--- src/design/assert_macros.svh ---
// assertion macros used by plbb_back
`ifndef ASSERT_MACROS_SVH
`define ASSERT_MACROS_SVH

// checked only while out of reset
`define ASSERT_RST(lbl, clk, rst_n, prop, msg) \
	lbl: assert property (@(posedge clk) disable iff (!rst_n) prop) else $error(msg);

// checked on every edge, reset included
`define ASSERT_ALWAYS(lbl, clk, prop, msg) \
	lbl: assert property (@(posedge clk) prop) else $error(msg);

`endif

--- src/design/plbb_pkg.sv ---
// shared types and constants of the per-label bounding box core
package plbb_pkg;

	localparam int LABEL_W         = 6;
	localparam int COORD_W         = 16;
	localparam int NUM_LABELS_DEF  = 64;
	localparam int QUEUE_DEPTH_DEF = 4;

	typedef enum logic {
		KIND_POINT,
		KIND_FLUSH
	} item_kind_t;

	typedef struct packed {
		item_kind_t                 kind;
		logic [LABEL_W-1:0]         label;
		logic signed [COORD_W-1:0]  x;
		logic signed [COORD_W-1:0]  y;
	} item_t;

	typedef struct packed {
		logic signed [COORD_W-1:0] lx;
		logic signed [COORD_W-1:0] ly;
		logic signed [COORD_W-1:0] hx;
		logic signed [COORD_W-1:0] hy;
	} box_t;

	typedef enum logic [1:0] {
		ST_IDLE,
		ST_WALK,
		ST_FIN,
		ST_LAST
	} walk_state_t;

	// queue side flags seen by the front and the back
	typedef struct packed {
		logic full;
		logic valid;
	} q_status_t;

endpackage

--- src/design/plbb_queue.sv ---
// short item queue between front and back
module plbb_queue import plbb_pkg::*; #(
	parameter int DEPTH = QUEUE_DEPTH_DEF
) (
	input  logic      clk,
	input  logic      arst_n,
	input  logic      push,
	input  item_t     push_item,
	input  logic      pop,
	output item_t     head,
	output q_status_t status
);

	localparam int PTR_W = $clog2(DEPTH);
	localparam int CNT_W = $clog2(DEPTH + 1);

	item_t             slot_q [DEPTH];
	logic [PTR_W-1:0]  wr_ptr_q;
	logic [PTR_W-1:0]  rd_ptr_q;
	logic [CNT_W-1:0]  count_q;

	function automatic logic [PTR_W-1:0] wrap_inc(input logic [PTR_W-1:0] p);
		return (p == PTR_W'(DEPTH - 1)) ? '0 : p + 1'b1;
	endfunction

	always_ff @(posedge clk) begin
		if (push) begin
			slot_q[wr_ptr_q] <= push_item;
		end
	end

	always_ff @(posedge clk or negedge arst_n) begin
		if (!arst_n) begin
			wr_ptr_q <= '0;
			rd_ptr_q <= '0;
			count_q  <= '0;
		end else begin
			if (push) begin
				wr_ptr_q <= wrap_inc(wr_ptr_q);
			end
			if (pop) begin
				rd_ptr_q <= wrap_inc(rd_ptr_q);
			end
			case ({push, pop})
				2'b10:   count_q <= count_q + 1'b1;
				2'b01:   count_q <= count_q - 1'b1;
				default: count_q <= count_q;
			endcase
		end
	end

	assign head         = slot_q[rd_ptr_q];
	assign status.full  = (count_q == CNT_W'(DEPTH));
	assign status.valid = (count_q != '0);

endmodule

--- config.mk ---
export PLATFORM = sky130hd
export DESIGN_NAME = plbb_queue
export DESIGN_NICKNAME = d
export VERILOG_FILES = /design/src/design/assert_macros.svh /design/src/design/plbb_pkg.sv /design/src/design/plbb_queue.sv
export SDC_FILE = /design/constraint.sdc
export NUM_CORES = 1
export LEC_CHECK = 0
export ABC_AREA = 1
export ABC_CLOCK_PERIOD_IN_PS = 3520
export BUFFER_PORTS_ARGS = -buffer_cell sky130_fd_sc_hd__buf_4
export CORE_MARGIN = 1.5
export CORE_UTILIZATION = 46
export DETAILED_ROUTE_END_ITERATION = 16
export PLACE_DENSITY = 0.65
export REMOVE_ABC_BUFFERS = 1
export SKIP_CTS_REPAIR_TIMING = 1
export SYNTH_ARGS = -nofsm -noshare
export SYNTH_HDL_FRONTEND = slang
export SYNTH_SLANG_ARGS = --single-unit
export TNS_END_PERCENT = 10
--- constraint.sdc ---
create_clock -name clk -period 3.52 [get_ports clk]
set_input_delay 0.176 -clock clk [delete_from_list [all_inputs] [get_ports clk]]
set_output_delay 0.176 -clock clk [all_outputs]
set_load 0.02 [all_outputs]
==> key figures <==
Critical path
  • Worst Path Arrival: between 2 and 2.5 ns
  • Crit path from: rd_ptr_q[0]$_DFFE_PN0P_
  • Worst-path cell chain: buf_4 -> nor2_1 -> nor2_1 -> nand2_1 -> nand2_1 -> buf_4
  • Worst R2R Start: wr_ptr_q[0]$_DFFE_PN0P_
  • Worst setup EP type: output pin
  • CP max FO: 59
  • CP max stage delay: between 0.8 and 0.9 ns
  • Worst setup path class: reg2out
  • Worst R2R End: slot_q[2][22]$_DFFE_PP_
  • Reg2reg path depth: 4
  • CP startpoint kind: flop
  • R2R Setup Slk: 1.67 ns
  • Critical path required time: 3.34 ns
  • Slowest-stage cell, CP: dfrtp_4

Timing
  • Tcrit/Tclk final: between 60% and 70%
  • RSZ-0062 raised after global routing: no
  • Final hold viol count: 0
  • Fin crit period: between 2 and 2.5 ns
  • Worst setup margin: roughly 1.1 ns
  • Highest Clock Rate: roughly 400 MHz
  • Worst-Margin Slew: roughly 1.0 ns
  • Slew Limit Fails: 0
  • Max-slew headroom: a little under a third
  • Final setup fails: 0
  • Hold slack: 0.0136 ns
  • Setup Skew: 0.0103 ns

Route
  • Pre-Repair DR Iteration Count: 4
  • ANT nets after route: 0
  • Highest layer used for signal routing: met4
  • Drt wl/cell: 14.1 µm
  • DR vias/cell: between 4 and 5
  • Metal3 WL: approximately 480 µm
  • WL met2: 6140 µm
  • DR iter-0 viols: between 200 and 250
  • DRC viols: 0
  • Wire length on met1: about 5900 µm
  • Final WL: 12700 µm
  • Via count: between 4000 and 5000

Finish
  • Antenna Cells: 0
  • Ratio of cells with drive above 1 in the final layout: approximately a fifth
  • Fin util: about 59%
  • Total Nets Final: 756
  • Multi-input logic area: between 0.0015 and 0.002 mm²
  • Register area: 0.00486 mm²
  • Area Growth Syn to Fin: 23.2%
  • # fillers: between 1000 and 1500

Yosys
  • Post-synthesis xor/xnor area fraction: less than 1%
  • Post-synthesis adder-cell area fraction: around 1.4%
  • Area fraction in compound gates after synthesis: slightly above 7%
  • #FFs+latches synth: 163
  • Mapped Cells: 587
  • Mapped Avg Cell Area: approximately 12 µm²
  • Mux cell area share after synthesis: 0%
  • Yosys Warn Count: 0
  • Post-synthesis simple-gate area fraction: 13.7%
  • Largest family of logic cells by synthesized area: simple AND/OR/NAND/NOR gates
  • Synthesized cell area: 0.00700 mm²
  • Seq/Total Area, Yosys: 69.4%
  • Post-synth cell types: 21

Global routing
  • All-Layer GR Usage: between 15 and 20%
  • Initial antenna violation count: 0
  • Largest net degree at the start of global routing: 68
  • Grt total ovfl: 0
  • First-pass GRT wire length: about 20000 µm
  • Number of global-route vias before repair: a little over 4000

CTS
  • Clock buffer depth: 2
  • Clock Latency Late Sink: approximately 0.42 ns
  • Root Buffer: clkbuf_16
  • Total CTS buffers: 17
  • Clk sinks: roughly 160
  • H-tree levels: 4
  • Worst-path clk slew: about 0.06 ns
  • CTS tree: done

Floorplan
  • Core box area: 0.0147 mm²
  • DIE AREA: about 0.016 mm²
  • Die X-Extent: approximately 130 µm
  • Num ports: 84
  • Initial Util: a little under half
  • FP Rows: between 40 and 50
  • Die H: roughly 130 µm

Min path
  • Hold endpoint: wr_ptr_q[0]$_DFFE_PN0P_
  • Worst Hold Class: in2reg
  • Hold Crit Depth: 2
  • Hold Crit Start: push

Power
  • Power Density: around 800 mW/mm²
  • Max VDD drop: 0.426 mV
  • Static leakage: around 3.7 nW

Place
  • Dpl hpwl: about 7300 µm
  • GPL Wtd Cong: about 0.72
  • Port Buffers: 83
  • DP Worst Slack: approximately 1.5 ns

Run status
  • Status: completed

Job
  • Max_cap viols: 0
-- through the flow --
step | setup TNS (ns) | total power, mW | cells | cell area [µm²]
3_3_place_gp | 0 | 5.38 | 830 | 7680
2_1_floorplan | -14.01 | 4.47 | 560 | 6770
4_1_cts | 0 | 7.15 | 861 | 8210
5_1_grt | 0 | 7.56 | 902 | 8620
6_report | 0 | 7.10 | 902 | 8620
3_5_place_dp | 0 | 5.46 | 830 | 7680
-- cell usage after synthesis --
| cell type | number | area (µm²) |
|---|---|---|
| inv_2 | 1 | 3.75 |
| edfxtp_1 | 156 | 4680 |
| buf_8 | 1 | 15.0 |
| fa_1 | 1 | 20.0 |
| a21oi_1 | 2 | 10.0 |
| buf_6 | 12 | 135 |
| inv_1 | 90 | 338 |
| clkbuf_1 | 3 | 11.3 |
| ha_1 | 6 | 75.1 |
| buf_2 | 7 | 35.0 |
| xnor2_1 | 1 | 8.76 |
| nor2_1 | 80 | 300 |
| dfrtp_1 | 7 | 175 |
| buf_4 | 4 | 30.0 |
| nand3_1 | 1 | 5.00 |
| o211ai_1 | 1 | 7.51 |
| nand4_1 | 1 | 6.26 |
| nand2_1 | 171 | 642 |
| o211ai_2 | 38 | 475 |
| nor3_1 | 1 | 5.00 |
| o21ai_0 | 3 | 15.0 |
-- routing by layer --
layer  global-route usage [%]  up-vias
li1                         -     2151
met1                     21.9     2003
met2                     26.6       79
met3                     5.23        9
met4                     6.09        0
met5                        0        -
-- sequential cells by signal (all words and copies together), names as in the netlist --
name,flops
rd_ptr_q,2
wr_ptr_q,2
count_q,3
slot_q,156
-- logic make-up after synthesis --
logic type                 after synthesis
and+or+nand+nor                        254
DFF                                    163
buffers and inverters                  118
AOI/OAI and AO/OA                       44
adders and majority gates                7
xor gates and xnor gates                 1
-- worst max path at each step --
| stage | end | cells past startpoint |
|---|---|---|
| 2_1_floorplan | rd_ptr_q[0]$_DFFE_PN0P_ | 4 |
| 3_3_place_gp | head[14] | 6 |
| 3_5_place_dp | head[3] | 6 |
| 4_1_cts | head[3] | 6 |
| 5_1_grt | head[3] | 6 |
| 6_report | head[3] | 6 |
-- layout by cell type, fill, tap and decap left out --
| cell | instances |
|---|---|
| dfrtp_1 | 6 |
| inv_1 | 86 |
| clkinv_2 | 1 |
| xnor2_1 | 1 |
| inv_2 | 4 |
| nand4_1 | 1 |
| edfxtp_1 | 156 |
| dlygate4sd3_1 | 41 |
| buf_12 | 2 |
| fa_1 | 1 |
| buf_4 | 84 |
| nor3_1 | 1 |
| bufinv_16 | 2 |
| nor2_1 | 80 |
| a21oi_1 | 2 |
| o21ai_0 | 3 |
| o211ai_1 | 1 |
| o211ai_2 | 38 |
| clkbuf_16 | 17 |
| clkbuf_1 | 6 |
| ha_1 | 6 |
| nand3_1 | 1 |
| clkinvlp_4 | 1 |
| dfrtp_4 | 1 |
| clkinv_1 | 5 |
| nand2_1 | 171 |
-- critical path: cells and delay by family, from the launching register on --
| kind | cells | cell delay [ns] |
|---|---|---|
| flops | 1 | 0.86 |
| simple gates | 4 | 0.36 |
| buf+inv | 2 | 0.61 |
-- layout make-up --
type                       instances  area share (%)
inverter                          91            3.98
sequential                       163            56.4
clock buffer                      23            5.20
timing repair buffer             127            12.5
tap                              184            2.67
clock inverter                     8            1.00
multi-input combinational        306            18.2
-- report_power, final --
part / internal (mW) / total, mW / switching (mW)
Sequential: 2.51 / 2.72 / 0.214
Combinational: 1.01 / 2.69 / 1.68
Clock: 1.03 / 1.69 / 0.664
Total: 4.54 / 7.10 / 2.55
(Power assumes the default switching activity.)
